## src/sv/sorted_wake_time_queue_macros.svh

```systemverilog
// Assertion macros for the sorted wake-time queue.
// Used by the top level; no other dependencies.
`ifndef SORTED_WAKE_TIME_QUEUE_MACROS_SVH
`define SORTED_WAKE_TIME_QUEUE_MACROS_SVH

`ifndef SYNTHESIS

`define SWTQ_ASSERT(lbl, clk, rst, prop, msg) \
   lbl: assert property (@(posedge clk) disable iff (rst) prop) else $error(msg);

`define SWTQ_ASSERT_NEVER(lbl, clk, rst, cond, msg) \
   lbl: assert property (@(posedge clk) disable iff (rst) !(cond)) else $error(msg);

`else

`define SWTQ_ASSERT(lbl, clk, rst, prop, msg)

`define SWTQ_ASSERT_NEVER(lbl, clk, rst, cond, msg)

`endif

`endif

```

## src/sv/swtq_pkg.sv

```systemverilog
// Shared types and constants for the sorted wake-time queue.
// No dependencies.
`timescale 1ns / 1ps

package swtq_pkg;

   localparam int ID_W        = 6;
   localparam int TIME_W      = 32;
   localparam int STATUS_W    = 2;
   localparam int MAX_RESULTS = 8;
   localparam int EMIT_CNT_W  = $clog2(MAX_RESULTS);

   localparam logic CMD_INSERT = 1'b0;
   localparam logic CMD_TICK   = 1'b1;

   typedef enum logic [STATUS_W-1:0] {
      ST_INSERTED = 2'd0,
      ST_FULL     = 2'd1,
      ST_WOKEN    = 2'd2,
      ST_NONE_DUE = 2'd3
   } status_type;

   typedef struct packed {
      logic insert;
      logic capture;
      logic pop;
   } dp_cmd_type;

   typedef struct packed {
      logic            full;
      logic            head_due;
      logic            next_due;
      logic [ID_W-1:0] head_id;
   } dp_stat_type;

endpackage

```

## src/sv/swtq_datapath.sv

```systemverilog
// Sorted entry cells, occupancy count and captured tick time.
// Depends on swtq_pkg; driven by swtq_ctrl commands.
`timescale 1ns / 1ps

module swtq_datapath
   import swtq_pkg::*;
#(
   parameter int MAX_SLEEPERS = 8
) (
   input  logic              clock,
   input  logic              reset,
   input  dp_cmd_type        cmd,
   input  logic [ID_W-1:0]   req_proc_id,
   input  logic [TIME_W-1:0] req_time_stamp,
   output dp_stat_type       stat
);

   localparam int CNT_W = $clog2(MAX_SLEEPERS + 1);

   logic [TIME_W-1:0] time_ff [MAX_SLEEPERS];
   logic [TIME_W-1:0] time_in [MAX_SLEEPERS];
   logic [ID_W-1:0]   id_ff   [MAX_SLEEPERS];
   logic [ID_W-1:0]   id_in   [MAX_SLEEPERS];
   logic [CNT_W-1:0]  count_ff;
   logic [CNT_W-1:0]  count_in;
   logic [TIME_W-1:0] tick_ff;
   logic [TIME_W-1:0] tick_in;
   logic [MAX_SLEEPERS-1:0] lt;

   always_comb begin
      for (int i = 0; i < MAX_SLEEPERS; i++) begin
         lt[i] = (CNT_W'(i) < count_ff) && (time_ff[i] < req_time_stamp);
      end
   end

   always_comb begin
      time_in  = time_ff;
      id_in    = id_ff;
      count_in = count_ff;
      tick_in  = tick_ff;
      if (cmd.insert) begin
         if (!lt[0]) begin
            time_in[0] = req_time_stamp;
            id_in[0]   = req_proc_id;
         end
         for (int i = 1; i < MAX_SLEEPERS; i++) begin
            if (!lt[i]) begin
               if (lt[i-1]) begin
                  time_in[i] = req_time_stamp;
                  id_in[i]   = req_proc_id;
               end else begin
                  time_in[i] = time_ff[i-1];
                  id_in[i]   = id_ff[i-1];
               end
            end
         end
         count_in = count_ff + CNT_W'(1);
      end else if (cmd.pop) begin
         for (int i = 0; i < MAX_SLEEPERS - 1; i++) begin
            time_in[i] = time_ff[i+1];
            id_in[i]   = id_ff[i+1];
         end
         count_in = count_ff - CNT_W'(1);
      end
      if (cmd.capture) begin
         tick_in = req_time_stamp;
      end
   end

   always_ff @(posedge clock) begin
      time_ff <= time_in;
      id_ff   <= id_in;
      tick_ff <= tick_in;
      if (reset) begin
         count_ff <= '0;
      end else begin
         count_ff <= count_in;
      end
   end

   assign stat.full     = (count_ff == CNT_W'(MAX_SLEEPERS));
   assign stat.head_due = (count_ff != '0) && (time_ff[0] <= tick_ff);
   assign stat.head_id  = id_ff[0];

   generate
      if (MAX_SLEEPERS > 1) begin : g_next
         assign stat.next_due = (count_ff > CNT_W'(1)) && (time_ff[1] <= tick_ff);
      end else begin : g_single
         assign stat.next_due = 1'b0;
      end
   endgenerate

endmodule

```

## config.mk

```make
export PLATFORM = sky130hd
export DESIGN_NAME = swtq_datapath
export DESIGN_NICKNAME = d
export VERILOG_FILES = /design/src/sv/sorted_wake_time_queue_macros.svh /design/src/sv/swtq_pkg.sv /design/src/sv/swtq_datapath.sv
export SDC_FILE = /design/constraint.sdc
export NUM_CORES = 1
export LEC_CHECK = 0
export BUFFER_PORTS_ARGS = -buffer_cell sky130_fd_sc_hd__buf_2
export CORE_ASPECT_RATIO = 0.75
export CORE_MARGIN = 3
export CORE_UTILIZATION = 58
export DETAILED_ROUTE_END_ITERATION = 8
export PLACE_DENSITY_LB_ADDON = 0.25
export SETUP_SLACK_MARGIN = 0.3
export SYNTH_ARGS = -nofsm -noshare
export SYNTH_HDL_FRONTEND = slang
export SYNTH_SLANG_ARGS = --single-unit
export TNS_END_PERCENT = 1
```

## constraint.sdc

```tcl
create_clock -name clock -period 4.9 [get_ports clock]
set_clock_uncertainty 0.15 [all_clocks]
set_input_delay 0.735 -clock clock [delete_from_list [all_inputs] [get_ports clock]]
set_output_delay 0.735 -clock clock [all_outputs]
set_load 0.02 [all_outputs]
```

# Word level (Yosys, flattened, before mapping)
# Index checks and enable logic that the tools add are counted.
# word_totals
register_bits,340
latch_bits,0
ram_bits,0
rom_bits,0
in_bits,43
output_inout_bits,9
wordCells,102
mem_count,0
# op_classes
addsub,2
mul,0
div,0
order_cmp,19
n_eq_ne,8
n_shift,0
n_mux,34
n_bitwise,1
reduce_logical,20
# ops
cell,count
224-bit 2-to-1 mux,2
32-bit 2-to-1 mux,14
32-bit < comparator,8
42-bit 2-to-1 mux,2
6-bit 2-to-1 mux,14
32-bit <= comparator,2
"3-bit by 4-bit < comparator with 1-bit output, first input constant",4
2-bit AND reduction,8
"2-bit inequality test, second input constant",7
1-bit logical AND,10
"1-bit by 4-bit < comparator with 1-bit output, first input constant",2
"2-bit by 4-bit < comparator with 1-bit output, first input constant",2
4-bit 2-to-1 mux,2
"4-bit by 1-bit adder with 4-bit output, second input constant",1
"4-bit equality test, second input constant",1
"4-bit by 1-bit > comparator with 1-bit output, second input constant",1
4-bit nonzero test,1
"4-bit by 1-bit subtractor with 4-bit output, second input constant",1
2-bit nonzero test,1
1-bit inverter,1

# Longest topological paths before layout
# logic_depth
word_depth,5
depth_mapped,12
depth_no_buf,9

# Least setup slack after synthesis
# Ideal clock, no wire load.
# synth_path
kind,input to register
from,in req_time_stamp[14]
to,"reg id_ff[36] in the netlist's numbering, enable pin"
setup_time_ps,446
arrival_time_ps,4500
required_ps,4304
setup_slack_ps,-196
path_stages,11
path_buffers,3
cell_sequence,inv_1 ha_1 nand4_1 or4_1 nor4_1 o31ai_1 o311a_1 buf_2 buf_6 buf_12 a21oi_1
# synth_between
elab_chain_len,4
# synth_rtl
element,line,text
from (decl),swtq_datapath.sv:14,"input logic [TIME_W-1:0] req_time_stamp,"
32-bit < comparator,swtq_datapath.sv:32,lt[i] = (CNT_W'(i) < count_ff) && (time_ff[i] < req_time_stamp);
1-bit logical AND,swtq_datapath.sv:32,
2-bit inequality test (no line),-,
2-bit AND reduction (no line),-,
to (signal assigned),swtq_datapath.sv:72,id_ff <= id_in;
to (decl),swtq_datapath.sv:22,logic [ID_W-1:0] id_ff [MAX_SLEEPERS];
# No other way between the ends.
# A chain may end at the register's enable or synchronous reset.

==> run summary <==
Outcome - completed
All-layer global routing usage - 35.9%
CTS Buf Count - 37
PwrDens - 419 nW/um^2
Diodes inserted - 0
Final Setup Violations - 0
Dpl hpwl - 54.9 mm
Achievable Freq - 220 MHz
Nets - 2794
Worst Max-Slew Pin Slew - 1.20 ns
Final Core Density - 65.3%
Share of layout cells above drive strength 1 - 8.77%
Syn nets - 2801
Initial core utilization - 59.8%
CTS tree - done
RR Startpoint - time_ff[185]
Pleak - 10.7 nW
EDFF count, synth - 336
Final Wtd Congestion - 1.02
Fin. Hold Viols - 0
Clk pin slew, worst setup/hold paths - 0.07 ns
Fin crit share - 93.0%
Core area - 40200 sq um
First-pass GRT wire length - 120 mm
Max-cap violations - 0
Syn Std Cell Area - 24100 sq um
Largest net degree at the start of global routing - 208
Post-route design area - 26200 sq um
Post-CTS Setup Inserts - 0
First-pass iteration count of the detailed router - 6
Hold Crit Class - input pin to flop
Most frequent cells in the layout - edfxtp_1 (336), ha_1 (315), a21oi_1 (247)
DRC - 0
Worst EP arrival - 3.67 ns
Via count of the first global-routing pass - 19771
Clock Latency Late Sink - 0.55 ns
Total grt overflow - 0
Total power - 11.0 mW
Vias - 20743
Die width - 241 um
Reg2reg path depth - 8
Max-slew violation count - 0
Die H - 182 um
Critical path class - flop to output pin
Initial antenna violation count - 2
Via-to-Cell Ratio - 6.95
Crit path time final - 4.55 ns
Iteration-0 DRC Markers - 3034
CP Max Fanout - 3
Worst Hold Depth - 2
Clock tree buffer depth - 3
Routed WL per cell - 26.8 um
Syn avg cell area - 9.85 sq um
DP Area - 25000 sq um
Non-filler cells, final - 2983
Worst reg2reg path endpoint - time_ff[136]
Total Wirelength - 79.9 mm
WHS Endpoint - count_ff[0]
Worst slew margin - 19.6%
Synth unique cells - 57
Post-synth ARST share - 0%
Area Growth Syn to Fin - 9.11%
Crit start category - flop
Hold Startpoint - reset
Die area - 44000 sq um
Ports - 52
Root Buffer - clkbuf_16
Peak VDD IR - 0.000248 V
Reg2Reg Setup Slack - 1.02 ns
Sequential area share after synthesis - 42.3%
CTS H-tree depth - 2
Syn. warnings - 0
Dpl cells - 2917
Number of synthesized register bits - 340
Num rows - 63
CP endpoint kind - output pin
Clock sink count - 340
Critical Path RT - 4.01 ns
Antenna-violating nets left - 0
Syn Inst Count - 2443
PortBufs - 51
Most common cell after layout, fill and taps aside - edfxtp_1
Top FF cell, synth - edfxtp_1
RSZ-0062 raised after global routing - yes
## synth_stat cells, drive strengths merged (3+ instances only)
library cell / n / area (sq um)
a2111oi: 8 / 76.3
a211o: 3 / 26.3
a211oi: 13 / 97.6
a21o: 66 / 495
a21oi: 249 / 1250
a221o: 3 / 30.0
a221oi: 5 / 43.8
a31oi: 155 / 970
and2: 3 / 18.8
and4: 6 / 52.6
buf: 32 / 213
clkbuf: 122 / 458
dfxtp: 4 / 80.1
edfxtp: 336 / 10100
ha: 315 / 3940
inv: 109 / 409
mux2: 38 / 428
mux2i: 76 / 761
nand2: 82 / 308
nand2b: 12 / 75.1
nand3: 173 / 866
nand4: 51 / 319
nor2: 195 / 732
nor2b: 91 / 569
nor3: 13 / 65.1
nor4: 8 / 50.1
o211a: 4 / 40.0
o211ai: 7 / 52.6
o21a: 7 / 52.6
o21ai: 150 / 751
o31ai: 4 / 30.0
or3: 77 / 482
or4: 5 / 37.5
## what timing repair did
item                       4_1_cts  5_1_grt
setup endpoints to repair        0        2
resized for setup                0        1
hold buffers                     0        0
## area by class of cell
class / instances / area [sq um]
tap: 520 / 651
timing repair buffer: 108 / 843
clock buffer: 47 / 1010
fill: 3172 / 14000
multi-input combinational: 1840 / 13000
clock inverter: 19 / 201
sequential: 340 / 10200
inverter: 109 / 409
## cells by family (layout without fill, tap and decap cells)
logic type / after synthesis / count (layout) / synth area share (%)
AND/OR/NAND/NOR: 721 / 721 / 15.0
AO/OA/AOI/OAI: 687 / 687 / 16.8
flip-flops: 340 / 340 / 42.3
adder cells (fa/ha/maj): 315 / 315 / 16.4
buffers and inverters: 263 / 283 / 4.49
multiplexers: 114 / 114 / 4.94
XOR/XNOR: 3 / 3 / 0.109
## worst max-delay path by stage
stage          slack (ns)  cells after the start           end               start
2_1_floorplan       -0.17                      8     id_ff[12]  req_time_stamp[27]
3_3_place_gp         0.20                     10  time_ff[180]  req_time_stamp[27]
3_5_place_dp         0.49                     11   time_ff[28]  req_time_stamp[13]
4_1_cts              0.39                      9       stat[6]        time_ff[201]
5_1_grt              0.28                      9       stat[7]        time_ff[243]
6_report             0.35                      9       stat[7]        time_ff[243]
## power by group
group / internal [mW] / switching, mW / leakage (nW)
Combinational: 1.37 / 2.06 / 6.74
Clock: 1.67 / 1.23 / 0.578
Sequential: 4.03 / 0.643 / 3.38
Total: 7.06 / 3.93 / 10.7
## flip-flops by register name, summed over array words and instances, names as in the netlist
register,count
id_ff,42
tick_ff,32
stat,6
time_ff,256
count_ff,4
## per-stage QoR
| step | setup TNS, ns | hold WS (ns) | setup WS, ns |
|---|---|---|---|
| final | 0 | 0.335 | 0.345 |
| after global routing | 0 | 0.323 | 0.277 |
| after CTS | 0 | 0.296 | 0.390 |
| after detailed placement | 0 | 0.407 | 0.491 |
| after global placement | 0 | 0.399 | 0.203 |
| after floorplan | -15.30 | 0.387 | -0.167 |
## layer usage
metal  routed length, um  global-route usage (%)
met3               10700                    9.93
met5                  34                       0
met2               33500                    51.6
met1               33100                    52.7
met4                2470                    11.2
## critical path: stages, from the launching register on
cell and delay, ns:
edfxtp_1 0.44, ha_1 0.34, and3_1 0.17, nand3_1 0.10, nor3_1 0.60, o21ai_0 0.48, o311ai_0 0.44, nor3_1 0.13
o211a_1 0.26, buf_2 0.17
Power figures use the tool's default switching activity.
