$ cat src/sv/sorted_wake_time_queue_macros.svh
// Assertion macros for the sorted wake-time queue.
// Used by the top level; no other dependencies.
`ifndef SORTED_WAKE_TIME_QUEUE_MACROS_SVH
`define SORTED_WAKE_TIME_QUEUE_MACROS_SVH

`ifndef SYNTHESIS

`define SWTQ_ASSERT(lbl, clk, rst, prop, msg) \
   lbl: assert property (@(posedge clk) disable iff (rst) prop) else $error(msg);

`define SWTQ_ASSERT_NEVER(lbl, clk, rst, cond, msg) \
   lbl: assert property (@(posedge clk) disable iff (rst) !(cond)) else $error(msg);

`else

`define SWTQ_ASSERT(lbl, clk, rst, prop, msg)

`define SWTQ_ASSERT_NEVER(lbl, clk, rst, cond, msg)

`endif

`endif

$ cat src/sv/swtq_pkg.sv
// Shared types and constants for the sorted wake-time queue.
// No dependencies.
`timescale 1ns / 1ps

package swtq_pkg;

   localparam int ID_W        = 6;
   localparam int TIME_W      = 32;
   localparam int STATUS_W    = 2;
   localparam int MAX_RESULTS = 8;
   localparam int EMIT_CNT_W  = $clog2(MAX_RESULTS);

   localparam logic CMD_INSERT = 1'b0;
   localparam logic CMD_TICK   = 1'b1;

   typedef enum logic [STATUS_W-1:0] {
      ST_INSERTED = 2'd0,
      ST_FULL     = 2'd1,
      ST_WOKEN    = 2'd2,
      ST_NONE_DUE = 2'd3
   } status_type;

   typedef struct packed {
      logic insert;
      logic capture;
      logic pop;
   } dp_cmd_type;

   typedef struct packed {
      logic            full;
      logic            head_due;
      logic            next_due;
      logic [ID_W-1:0] head_id;
   } dp_stat_type;

endpackage

$ cat src/sv/swtq_ctrl.sv
// Controller for the sorted wake-time queue: sequencing and response register.
// Depends on swtq_pkg; commands swtq_datapath.
`timescale 1ns / 1ps

module swtq_ctrl
   import swtq_pkg::*;
(
   input  logic            clock,
   input  logic            reset,
   input  logic            req_valid,
   input  logic            req_cmd,
   output logic            req_ready,
   input  logic            rsp_ready,
   output logic            rsp_valid,
   output status_type      rsp_status,
   output logic [ID_W-1:0] rsp_woken_id,
   output logic            rsp_last,
   output dp_cmd_type      cmd,
   input  dp_stat_type     stat
);

   typedef enum logic {
      S_IDLE,
      S_TICK
   } state_type;

   state_type             state_ff, state_in;
   logic                  valid_ff, valid_in;
   status_type            status_ff, status_in;
   logic [ID_W-1:0]       woken_id_ff, woken_id_in;
   logic                  last_ff, last_in;
   logic [EMIT_CNT_W-1:0] emit_cnt_ff, emit_cnt_in;
   logic                  out_free;
   logic                  accept;
   logic                  final_wake;

   assign out_free   = !valid_ff || rsp_ready;
   assign req_ready  = (state_ff == S_IDLE) && out_free;
   assign accept     = req_valid && req_ready;
   assign final_wake = !stat.next_due || (emit_cnt_ff == EMIT_CNT_W'(MAX_RESULTS - 1));

   always_comb begin
      state_in    = state_ff;
      valid_in    = valid_ff && !rsp_ready;
      status_in   = status_ff;
      woken_id_in = woken_id_ff;
      last_in     = last_ff;
      emit_cnt_in = emit_cnt_ff;
      cmd         = '0;
      case (state_ff)
         S_IDLE: begin
            if (accept) begin
               if (req_cmd == CMD_INSERT) begin
                  valid_in    = 1'b1;
                  status_in   = stat.full ? ST_FULL : ST_INSERTED;
                  woken_id_in = '0;
                  last_in     = 1'b1;
                  cmd.insert  = !stat.full;
               end else begin
                  cmd.capture = 1'b1;
                  emit_cnt_in = '0;
                  state_in    = S_TICK;
               end
            end
         end
         S_TICK: begin
            if (out_free) begin
               valid_in = 1'b1;
               if (stat.head_due) begin
                  status_in   = ST_WOKEN;
                  woken_id_in = stat.head_id;
                  last_in     = final_wake;
                  cmd.pop     = 1'b1;
                  emit_cnt_in = emit_cnt_ff + EMIT_CNT_W'(1);
                  if (final_wake) begin
                     state_in = S_IDLE;
                  end
               end else begin
                  status_in   = ST_NONE_DUE;
                  woken_id_in = '0;
                  last_in     = 1'b1;
                  state_in    = S_IDLE;
               end
            end
         end
         default: begin
            state_in = S_IDLE;
         end
      endcase
   end

   always_ff @(posedge clock) begin
      status_ff   <= status_in;
      woken_id_ff <= woken_id_in;
      last_ff     <= last_in;
      if (reset) begin
         state_ff    <= S_IDLE;
         valid_ff    <= 1'b0;
         emit_cnt_ff <= '0;
      end else begin
         state_ff    <= state_in;
         valid_ff    <= valid_in;
         emit_cnt_ff <= emit_cnt_in;
      end
   end

   assign rsp_valid    = valid_ff;
   assign rsp_status   = status_ff;
   assign rsp_woken_id = woken_id_ff;
   assign rsp_last     = last_ff;

endmodule

$ cat config.mk
export PLATFORM = sky130hd
export DESIGN_NAME = swtq_ctrl
export DESIGN_NICKNAME = d
export VERILOG_FILES = /design/src/sv/sorted_wake_time_queue_macros.svh /design/src/sv/swtq_pkg.sv /design/src/sv/swtq_ctrl.sv
export SDC_FILE = /design/constraint.sdc
export NUM_CORES = 1
export LEC_CHECK = 0
export ABC_AREA = 1
export BUFFER_PORTS_ARGS = -buffer_cell sky130_fd_sc_hd__buf_4
export CAP_MARGIN = 20
export CORE_MARGIN = 10
export CORE_UTILIZATION = 44
export DETAILED_ROUTE_END_ITERATION = 8
export GPL_TIMING_DRIVEN = 1
export PLACE_DENSITY_LB_ADDON = 0.12
export SETUP_SLACK_MARGIN = 0.05
export SLEW_MARGIN = 10
export SYNTH_ARGS = -nofsm -noshare
export SYNTH_HDL_FRONTEND = slang
export SYNTH_SLANG_ARGS = --single-unit
$ cat constraint.sdc
create_clock -name clock -period 1.6 [get_ports clock]
set_clock_uncertainty 0.15 [all_clocks]
set_input_delay 0.32 -clock clock [delete_from_list [all_inputs] [get_ports clock]]
set_output_delay 0.32 -clock clock [all_outputs]
set_load 0.05 [all_outputs]
# Yosys cells after proc, flatten, opt, wreduce, memory -nomap -nowiden
# Index checks and enable logic that the tools add are counted.
word_totals:
  latchBits: 0
  mem_count: 0
  reg_bits: 14
  ram_bits: 0
  input_bits: 14
  rom_bits: 0
  wordCells: 62
  output_inout_bits: 14
op_classes:
  eq_ne: 6
  mul: 0
  n_reduce_logical: 11
  bitwise: 1
  magnitude_cmp: 0
  n_mux: 37
  shift: 0
  addsub: 1
  n_div: 0
ops:
  columns: ["operator", "n"]
  rows:
  - ["$mux W6", 4]
  - ["$mux W1", 18]
  - ["$mux W3", 4]
  - ["$pmux W6 S2", 1]
  - ["$mux W2", 5]
  - ["$ne A2 B2 Y1 const B", 4]
  - ["$pmux W1 S2", 3]
  - ["$pmux W3 S2", 1]
  - ["$logic_not A1 Y1", 4]
  - ["$pmux W2 S2", 1]
  - ["$reduce_and A4 Y1", 1]
  - ["$add A3 B1 Y3 const B", 1]
  - ["$eq A3 B3 Y1 const B", 1]
  - ["$logic_and A1 B1 Y1", 3]
  - ["$reduce_and A3 Y1", 1]
  - ["$logic_or A1 B1 Y1", 2]
  - ["$ne A2 B1 Y1 const B", 1]
  - ["$not A1 Y1", 1]

# Depth between registers and ports, before layout
# Gate-level depths: netlist of the first run.
logic_depth:
  ltp_word: 6
  ltp_mapped: 6
  mapped_depth_nobuf: 6

# Least setup slack after synthesis of the first run
# No wires, ideal clock.
synth_path:
  kind: "register to output"
  from: "reg valid_ff (netlist: rsp_valid)"
  to: "out cmd[2] (netlist bit)"
  n_path_buf: 0
  setup_slack_ns: -1.083
  path_stages_with_launch: 4
  arrival_ns: 2.213
  cell_sequence: "dfxtp_1 > nand2_1 > nand2_1 > nor4_1"
synth_lines:
  columns: ["item", "line_no", "text"]
  rows:
  - ["from (decl)", "swtq_ctrl.sv:28", "logic valid_ff, valid_in;"]
  - ["from (signal assigned)", "swtq_ctrl.sv:102", "valid_ff <= valid_in;"]
  - ["to (decl)", "swtq_ctrl.sv:18", "output dp_cmd_type cmd,"]

==> results of run 1 <==
timing repair:
item / 4_1_cts / 5_1_grt
endpoints found under the setup margin: 4 / 4
resized for setup: 15 / 1
setup buffers: 5 / 2
pin swaps: 2 / 1
per-stage QoR:
step,hold WS [ns],util (%)
finish,0.0447,81.3
global route,0.0495,81.3
CTS,0.0486,80.6
detailed placement,0.306,70.4
global placement,0.301,70.4
floorplan,0.225,-
registers in the layout, indices dropped and copies added (netlist names):
register,count
rsp_status,2
emit_cnt_ff,3
rsp_woken_id,6
rsp_valid,1
rsp_last,1
state_ff,1
area by class of cell:
type,instances,area [um^2]
inverter,18,90.1
tap,15,18.8
multi-input combinational,36,249
timing repair buffer,37,315
fill,89,249
clock buffer,4,36.3
sequential,14,375
metal layers:
layer	wire length [um]	vias up	part of all wire (%)	GRT usage [%]
li1	-	294	-	-
met1	623	265	35	10.5
met2	932	28	52	19.6
met3	187	6	11	5.23
met4	37	0	2.1	5.70
met5	0	-	0	0
placed cells by master, fill, tap and decap left out:
cell type	count
sky130_fd_sc_hd__inv_1	13
sky130_fd_sc_hd__buf_4	30
sky130_fd_sc_hd__nand3_1	1
sky130_fd_sc_hd__nor4_4	1
sky130_fd_sc_hd__nand3_4	1
sky130_fd_sc_hd__nand2_1	8
sky130_fd_sc_hd__a21oi_1	3
sky130_fd_sc_hd__edfxtp_1	9
sky130_fd_sc_hd__a21oi_2	1
sky130_fd_sc_hd__clkbuf_4	3
sky130_fd_sc_hd__nand2_4	3
sky130_fd_sc_hd__ha_1	2
sky130_fd_sc_hd__inv_2	1
sky130_fd_sc_hd__buf_8	3
sky130_fd_sc_hd__o21ai_1	1
sky130_fd_sc_hd__o21bai_1	1
sky130_fd_sc_hd__clkinvlp_4	2
sky130_fd_sc_hd__clkbuf_8	1
sky130_fd_sc_hd__dfxtp_4	1
sky130_fd_sc_hd__nand3_2	1
sky130_fd_sc_hd__dfxtp_1	3
sky130_fd_sc_hd__buf_6	4
sky130_fd_sc_hd__inv_4	1
sky130_fd_sc_hd__dfxtp_2	1
sky130_fd_sc_hd__nand2_8	1
sky130_fd_sc_hd__nor2_1	11
sky130_fd_sc_hd__clkinv_8	1
sky130_fd_sc_hd__and2_4	1
cell families (layout without fill, tap and decap cells):
| family | after synthesis | in the layout | synth area share, % |
|---|---|---|---|
| and+or+nand+nor | 28 | 28 | 20.8 |
| DFF | 14 | 14 | 58.6 |
| AOI/OAI and AO/OA | 6 | 6 | 5.74 |
| adders and majority gates | 2 | 2 | 3.96 |
| buffers and inverters | 18 | 59 | 10.9 |
worst min path at each step:
stage / start / end / depth (start not counted)
5_1_grt: reset / state_ff / 2
3_3_place_gp: emit_cnt_ff[1] / emit_cnt_ff[1] / 2
3_5_place_dp: emit_cnt_ff[1] / emit_cnt_ff[1] / 2
2_1_floorplan: reset / state_ff / 1
4_1_cts: reset / state_ff / 2
6_report: reset / state_ff / 2
where the power goes:
part / internal (mW) / leakage, nW / switching (mW)
combinational: 0.0958 / 0.388 / 0.148
sequential: 0.404 / 0.129 / 0.00714
clock: 0.139 / 0.0210 / 0.130
worst max-delay path, stage by stage (launching register included):
cell and delay (ns):
sky130_fd_sc_hd__dfxtp_4 0.36, sky130_fd_sc_hd__nand2_4 0.07, sky130_fd_sc_hd__nand2_4 0.06, sky130_fd_sc_hd__buf_6 0.12, sky130_fd_sc_hd__nor4_4 0.15, sky130_fd_sc_hd__buf_6 0.20
==> reports/qor.txt, run 1 <==
===========================================================================================
Result of the run ............................................................ finished with violations
Failing checks ............................................................... setup timing
Total power per unit cell area ...............................................  851 nW/um^2
Capturing instance or port of the critical path ..............................       cmd[2]
Initial DRT Pass Iterations ..................................................            4
Maximum clock path buffer count ..............................................            2
Post-Syn Area ................................................................     632 um^2
R2r setup slk ................................................................      0.14 ns
Share of Yosys cell area claimed by the top area cell type ...................        42.8%
Number of remaining DRC errors ...............................................            0
Starting utilization of the core area ........................................        47.4%
Number of antenna violations at the first check in global routing ............            0
Via density per instance .....................................................         4.78
Die area .....................................................................    3350 um^2
Clock-pin transition on the worst setup and hold timing paths ................      0.09 ns
Number of violations of the max-capacitance limit ............................            0
Path category of the worst min-delay check ................................... input port to flip-flop
Via count ....................................................................          593
Upper clock frequency limit ..................................................    0.583 GHz
CP Data Arrival Time .........................................................      1.24 ns
Startpoint of the most critical setup path ...................................    rsp_valid
Buffers on Ports .............................................................           27
Hpwl dp ......................................................................      1240 um
Via count of the first global-routing pass ...................................          632
Cell count of the worst reg-to-reg path ......................................            6
Category of the worst setup path capture point ............................... primary output
Design Area, Final ...........................................................    1080 um^2
Final non-filler cell total ..................................................          124
Crit Reg-Reg Endpoint ........................................................ rsp_status[1]
Category of the worst setup path launch point ................................    flip-flop
CTS Buf Count ................................................................            3
Wirelength per Cell ..........................................................      14.4 um
Height of the chip ...........................................................      57.9 um
Minimum setup slack after placement ..........................................   0.00614 ns
Distinct cell type count of the synthesized netlist ..........................           18
Measured slew at the worst slew-check pin ....................................     0.221 ns
Worst reg2reg startpoint .....................................................     state_ff
Portion of the post-synthesis area used by sequential elements ...............        58.6%
Worst vdd ir .................................................................       620 uV
Number of sinks handled by clock tree synthesis ..............................           14
Leak pwr .....................................................................     0.537 nW
Post-route worst setup slack .................................................    -0.115 ns
Number of flops mapped to enable cells by yosys ..............................            9
Period utilization ...........................................................         107%
Max-slew violation count .....................................................            0
Antenna Nets Post-Route ......................................................            0
Total Wirelength .............................................................      1780 um
Placeable core area ..........................................................    1330 um^2
Mean post-synth cell area ....................................................    9.29 um^2
First-pass GRT wire length ...................................................      2880 um
Top-level port count .........................................................           28
Area grow syn2layout .........................................................        71.7%
Final-report setup violation count ...........................................            4
Hold violation count in the final report .....................................            0
Ratio of cells with drive above 1 in the final layout ........................        52.3%
Type of the worst setup path ................................................. flip-flop to primary output
Overall Global Routing Usage .................................................        11.1%
Clk Latency, worst-skew pair .................................................      0.29 ns
Cells after DPL ..............................................................          114
Number of levels the H-tree was split into ...................................            1
Number of design-rule violations left by the first detailed-router iteration .            5
Number of nets at the end of the flow ........................................          126
Share of synthesized flip-flops with an asynchronous set or reset ............           0%
Number of inserted diodes ....................................................            0
TritonCTS clock tree .........................................................          yes
Total number of yosys warnings ...............................................            0
Most numerous cell types in the synthesized netlist .......................... sky130_fd_sc_hd__inv_1, sky130_fd_sc_hd__nor2_1, sky130_fd_sc_hd__nand2_1, sky130_fd_sc_hd__edfxtp_1, sky130_fd_sc_hd__dfxtp_1
Ranking of synthesized cells by area ......................................... sky130_fd_sc_hd__edfxtp_1, sky130_fd_sc_hd__dfxtp_1, sky130_fd_sc_hd__inv_1
Placement row count ..........................................................           13
Flip-flop and latch count after synthesis ....................................           14
Width of the die .............................................................      57.9 um
Total cell area at the placement stage .......................................     938 um^2
Overall power of the completed layout ........................................     0.924 mW
Top cell type by total area after synthesis .................................. sky130_fd_sc_hd__edfxtp_1
Worst EP required ............................................................      1.13 ns
Hold_buf cts .................................................................            0
Syn_nets .....................................................................           84
Shortest period the worst path allows ........................................      1.71 ns
Maximum number of pins on one net before global-route repair .................           10
Slew headroom ................................................................        85.2%
Worst Path Max Fanout ........................................................            2
Total congestion overflow ....................................................            0
Sum Neg Setup Slack ..........................................................    -0.264 ns
Weighted congestion reported at the end of routability-driven placement ......        0.789
Synth Flop Type .............................................................. sky130_fd_sc_hd__edfxtp_1
Setup repair after global routing missed its margin ..........................          yes
Most repeated cell in the gate-level netlist after synthesis ................. sky130_fd_sc_hd__inv_1
Gate count of the mapped netlist .............................................           68
CTS root buffer .............................................................. sky130_fd_sc_hd__clkbuf_4
===========================================================================================
Note: power is estimated with default switching activity, not from simulation.
==> run 2, diff against run 1 <==
ABC_AREA = unset   (was 1)
==> run 2 against run 1 <==
The run still ends with setup timing left; die area rose by 1.7%; first-iteration DRC count rose by 140%; sequential share of layout area rose by 2.0 points; routed wire length fell by 6.4%; total power fell by 9.2%; flip-flop and latch count did not move; synthesized area rose by 2.6%; global-route usage fell by 1.0 points; fmax fell by 5.6%; cell count fell by 14%; combinational power fell by 5%; critical endpoint is now cmd[1]; largest cell class unchanged.
==> reports/qor.txt, run 2 <==
===========================================================================================
Most common cell after layout, fill and taps aside ........................... sky130_fd_sc_hd__buf_4
Number of flops mapped to enable cells by yosys ..............................            9   unchanged
Via density per instance .....................................................         5.22   +9.2%
Max FFs per register .........................................................            6   unchanged
Most used cells in the layout excluding fill and tap cells ................... sky130_fd_sc_hd__buf_4, sky130_fd_sc_hd__edfxtp_1, sky130_fd_sc_hd__and3_1
Portion of the post-synthesis area used by sequential elements ...............        57.1%   -1.5 points
Placeable core area ..........................................................    1350 um^2   +1.2%
Number of sinks handled by clock tree synthesis ..............................           14   unchanged
Hpwl dp ......................................................................      1280 um   +3.3%
Most repeated cell in the gate-level netlist after synthesis ................. sky130_fd_sc_hd__edfxtp_1
Hold violation count in the final report .....................................            0   unchanged
Total power per unit cell area ...............................................  820 nW/um^2   -3.8%
TritonCTS clock tree .........................................................          yes
Initial DRT Pass Iterations ..................................................            4   unchanged
Worst EP required ............................................................      1.13 ns   about the same
Starting utilization of the core area ........................................        48.0%   +0.63 points
First-pass GRT wire length ...................................................      2700 um   -6.0%
Worst reg2reg startpoint .....................................................    rsp_valid
Number of nets at the end of the flow ........................................          109   -13%
Share of synthesized flip-flops with an asynchronous set or reset ............           0%   unchanged
Clock-pin transition on the worst setup and hold timing paths ................      0.08 ns   about the same
Area used by multi-input combinational logic .................................     274 um^2   +10%
Gate count of the mapped netlist .............................................           54   -21%
Leak pwr .....................................................................     0.455 nW   -15%
Shortest period the worst path allows ........................................      1.82 ns   +0.102 ns
Category of the worst setup path launch point ................................    flip-flop
Measured slew at the worst slew-check pin ....................................     0.218 ns   -0.00286 ns
Share of Yosys cell area claimed by the top area cell type ...................        41.7%   -1.1 points
Mean post-synth cell area ....................................................    12.0 um^2   +29%
Post-route worst setup slack .................................................    -0.217 ns   -0.102 ns
Max-slew violation count .....................................................            0   unchanged
Area grow syn2layout .........................................................        57.9%
Cell chain of the critical path .............................................. nor2b_4, or3_4, clkinvlp_4, buf_8
CTS root buffer .............................................................. sky130_fd_sc_hd__clkbuf_4
Sum Neg Setup Slack ..........................................................    -0.475 ns   -0.211 ns
Synth Flop Type .............................................................. sky130_fd_sc_hd__edfxtp_1
Crit Reg-Reg Endpoint ........................................................ rsp_woken_id[3]
Design Area, Final ...........................................................    1020 um^2   -5.7%
Cells on Worst Hold Path .....................................................            2   unchanged
Total cell area at the placement stage .......................................     911 um^2   -2.9%
Number of remaining DRC errors ...............................................            0   unchanged
Longest individual stage delay on the worst path .............................      0.36 ns   about the same
Worst Path Max Fanout ........................................................            3   +1
Category of the worst setup path capture point ............................... primary output
Maximum clock path buffer count ..............................................            2   unchanged
Slew headroom ................................................................        85.2%   about the same
Total congestion overflow ....................................................            0   unchanged
Total number of yosys warnings ...............................................            0   unchanged
CTS Buf Count ................................................................            3   unchanged
Setup repair after global routing missed its margin ..........................          yes
Height of the chip ...........................................................      58.4 um   +0.84%
Post-Syn Area ................................................................     648 um^2   +2.6%
Buffers on Ports .............................................................           27   unchanged
Most numerous cell types in the synthesized netlist .......................... sky130_fd_sc_hd__edfxtp_1, sky130_fd_sc_hd__and3_1, sky130_fd_sc_hd__dfxtp_1, sky130_fd_sc_hd__a21oi_1, sky130_fd_sc_hd__nand2_1
Cells after DPL ..............................................................           98   -14%
Ranking of synthesized cells by area ......................................... sky130_fd_sc_hd__edfxtp_1, sky130_fd_sc_hd__dfxtp_1, sky130_fd_sc_hd__and3_1
R2r setup slk ................................................................      0.12 ns   -0.02 ns
Final non-filler cell total ..................................................          107   -14%
Wirelength per Cell ..........................................................      15.6 um   +8.5%
Sequential cell area .........................................................     374 um^2   -0.33%
Type of the worst setup path ................................................. flip-flop to primary output
Destination of the worst hold path ...........................................     state_ff
Upper clock frequency limit ..................................................    0.550 GHz   -5.6%
Cell count of the worst reg-to-reg path ......................................            5   -1
Top cell type by total area after synthesis .................................. sky130_fd_sc_hd__edfxtp_1
Overall power of the completed layout ........................................     0.839 mW   -9.2%
Number of antenna violations at the first check in global routing ............            0   unchanged
Clk Latency, worst-skew pair .................................................      0.28 ns   about the same
Die area .....................................................................    3410 um^2   +1.7%
Distinct cell type count of the synthesized netlist ..........................           24   +6
Overall Global Routing Usage .................................................        10.1%   -1.0 points
Placement row count ..........................................................           13   unchanged
Beginning of the worst hold path .............................................        reset
Via count of the first global-routing pass ...................................          555   -12%
Filler Cells Inserted ........................................................           90   +1.1%
Flip-flop and latch count after synthesis ....................................           14   unchanged
Number of inserted diodes ....................................................            0   unchanged
Result of the run ............................................................ finished with violations
CP Data Arrival Time .........................................................      1.35 ns   +0.11 ns
Top-level port count .........................................................           28   unchanged
Total Wirelength .............................................................      1670 um   -6.4%
Final-report setup violation count ...........................................            4   unchanged
Width of the die .............................................................      58.4 um   +0.84%
Syn_nets .....................................................................           70   -17%
Number of levels the H-tree was split into ...................................            1   unchanged
Number of violations of the max-capacitance limit ............................            0   unchanged
Via count ....................................................................          559   -5.7%
Period utilization ...........................................................         114%   +6.4 points
Ratio of cells with drive above 1 in the final layout ........................        56.5%   +4.2 points
Antenna Nets Post-Route ......................................................            0   unchanged
Failing checks ............................................................... setup timing
Path category of the worst min-delay check ................................... input port to flip-flop
CP max-delay cell ............................................................ sky130_fd_sc_hd__or3_4
Worst vdd ir .................................................................       820 uV   +32%
Weighted congestion reported at the end of routability-driven placement ......        0.773   -2.0%
Number of design-rule violations left by the first detailed-router iteration .           12   +7
Minimum setup slack after placement ..........................................  -0.00440 ns   -0.0105 ns
Maximum number of pins on one net before global-route repair .................           14   +4
===========================================================================================
==> run 2: timing repair <==
action                                  4_1_cts  5_1_grt
pin swaps                                     0        1
endpoints found under the setup margin        4       12
hold endpoints to repair                      0        0
buffers inserted                              2        4
hold buffers                                  0        0
resized for setup                            11        3
cloned                                        0        0
==> run 2: cell type report <==
cell class / instances / area share [%]
multi-input cells: 34 / 26.8
repair buffers: 38 / 31.2
clock inverters: 1 / 0.367
well taps: 15 / 1.83
inverters: 2 / 1.10
clock buffers: 3 / 2.20
flip-flops and latches: 14 / 36.6
==> run 2: metal layers <==
metal	up-vias	GRT usage (%)	wire length, um
met1	258	10.2	625
met5	-	0	0
li1	278	-	-
met2	23	17.3	849
met4	0	1.01	0
met3	0	6.87	191
==> run 2: worst max-delay path, delay by kind of cell, from the launching register on <==
kind	cells	cell delay [ns]
buffers and inverters	2	0.23
DFF	1	0.35
and+or+nand+nor	2	0.50
==> run 2: power breakdown <==
group,switching (mW),internal (mW)
clock network,0.107,0.0904
registers,0.00709,0.403
logic,0.135,0.0967
==> run 2: kinds of logic (layout without fill, tap and decap cells) <==
kind of cell	after synthesis	count (layout)	share of synthesized area (%)
AO/OA/AOI/OAI	10	10	10.2
multiplexers	1	1	2.12
buffers and inverters	6	44	5.79
AND/OR/NAND/NOR	21	21	20.8
adder cells (fa/ha/maj)	2	2	3.86
flip-flops	14	14	57.1
==> run 2: how the worst max path moves through the flow <==
stage	startpoint	depth (start not counted)	end	slack [ns]
after detailed placement	rsp_ready	4	cmd[0]	-0.004
after floorplan	rsp_valid	3	cmd[2]	-0.16
after CTS	rsp_valid	4	cmd[1]	-0.23
final	rsp_valid	4	cmd[1]	-0.22
after global placement	rsp_ready	4	cmd[0]	0.01
after global routing	rsp_valid	4	cmd[1]	-0.26
==> run 2: per-stage QoR <==
stage	hold slack (ns)	utilization, %
after floorplan	0.229	-
after global placement	0.313	67.5
after detailed placement	0.319	67.5
after CTS	0.0713	73.6
after global routing	0.0812	75.8
final	0.0852	75.8
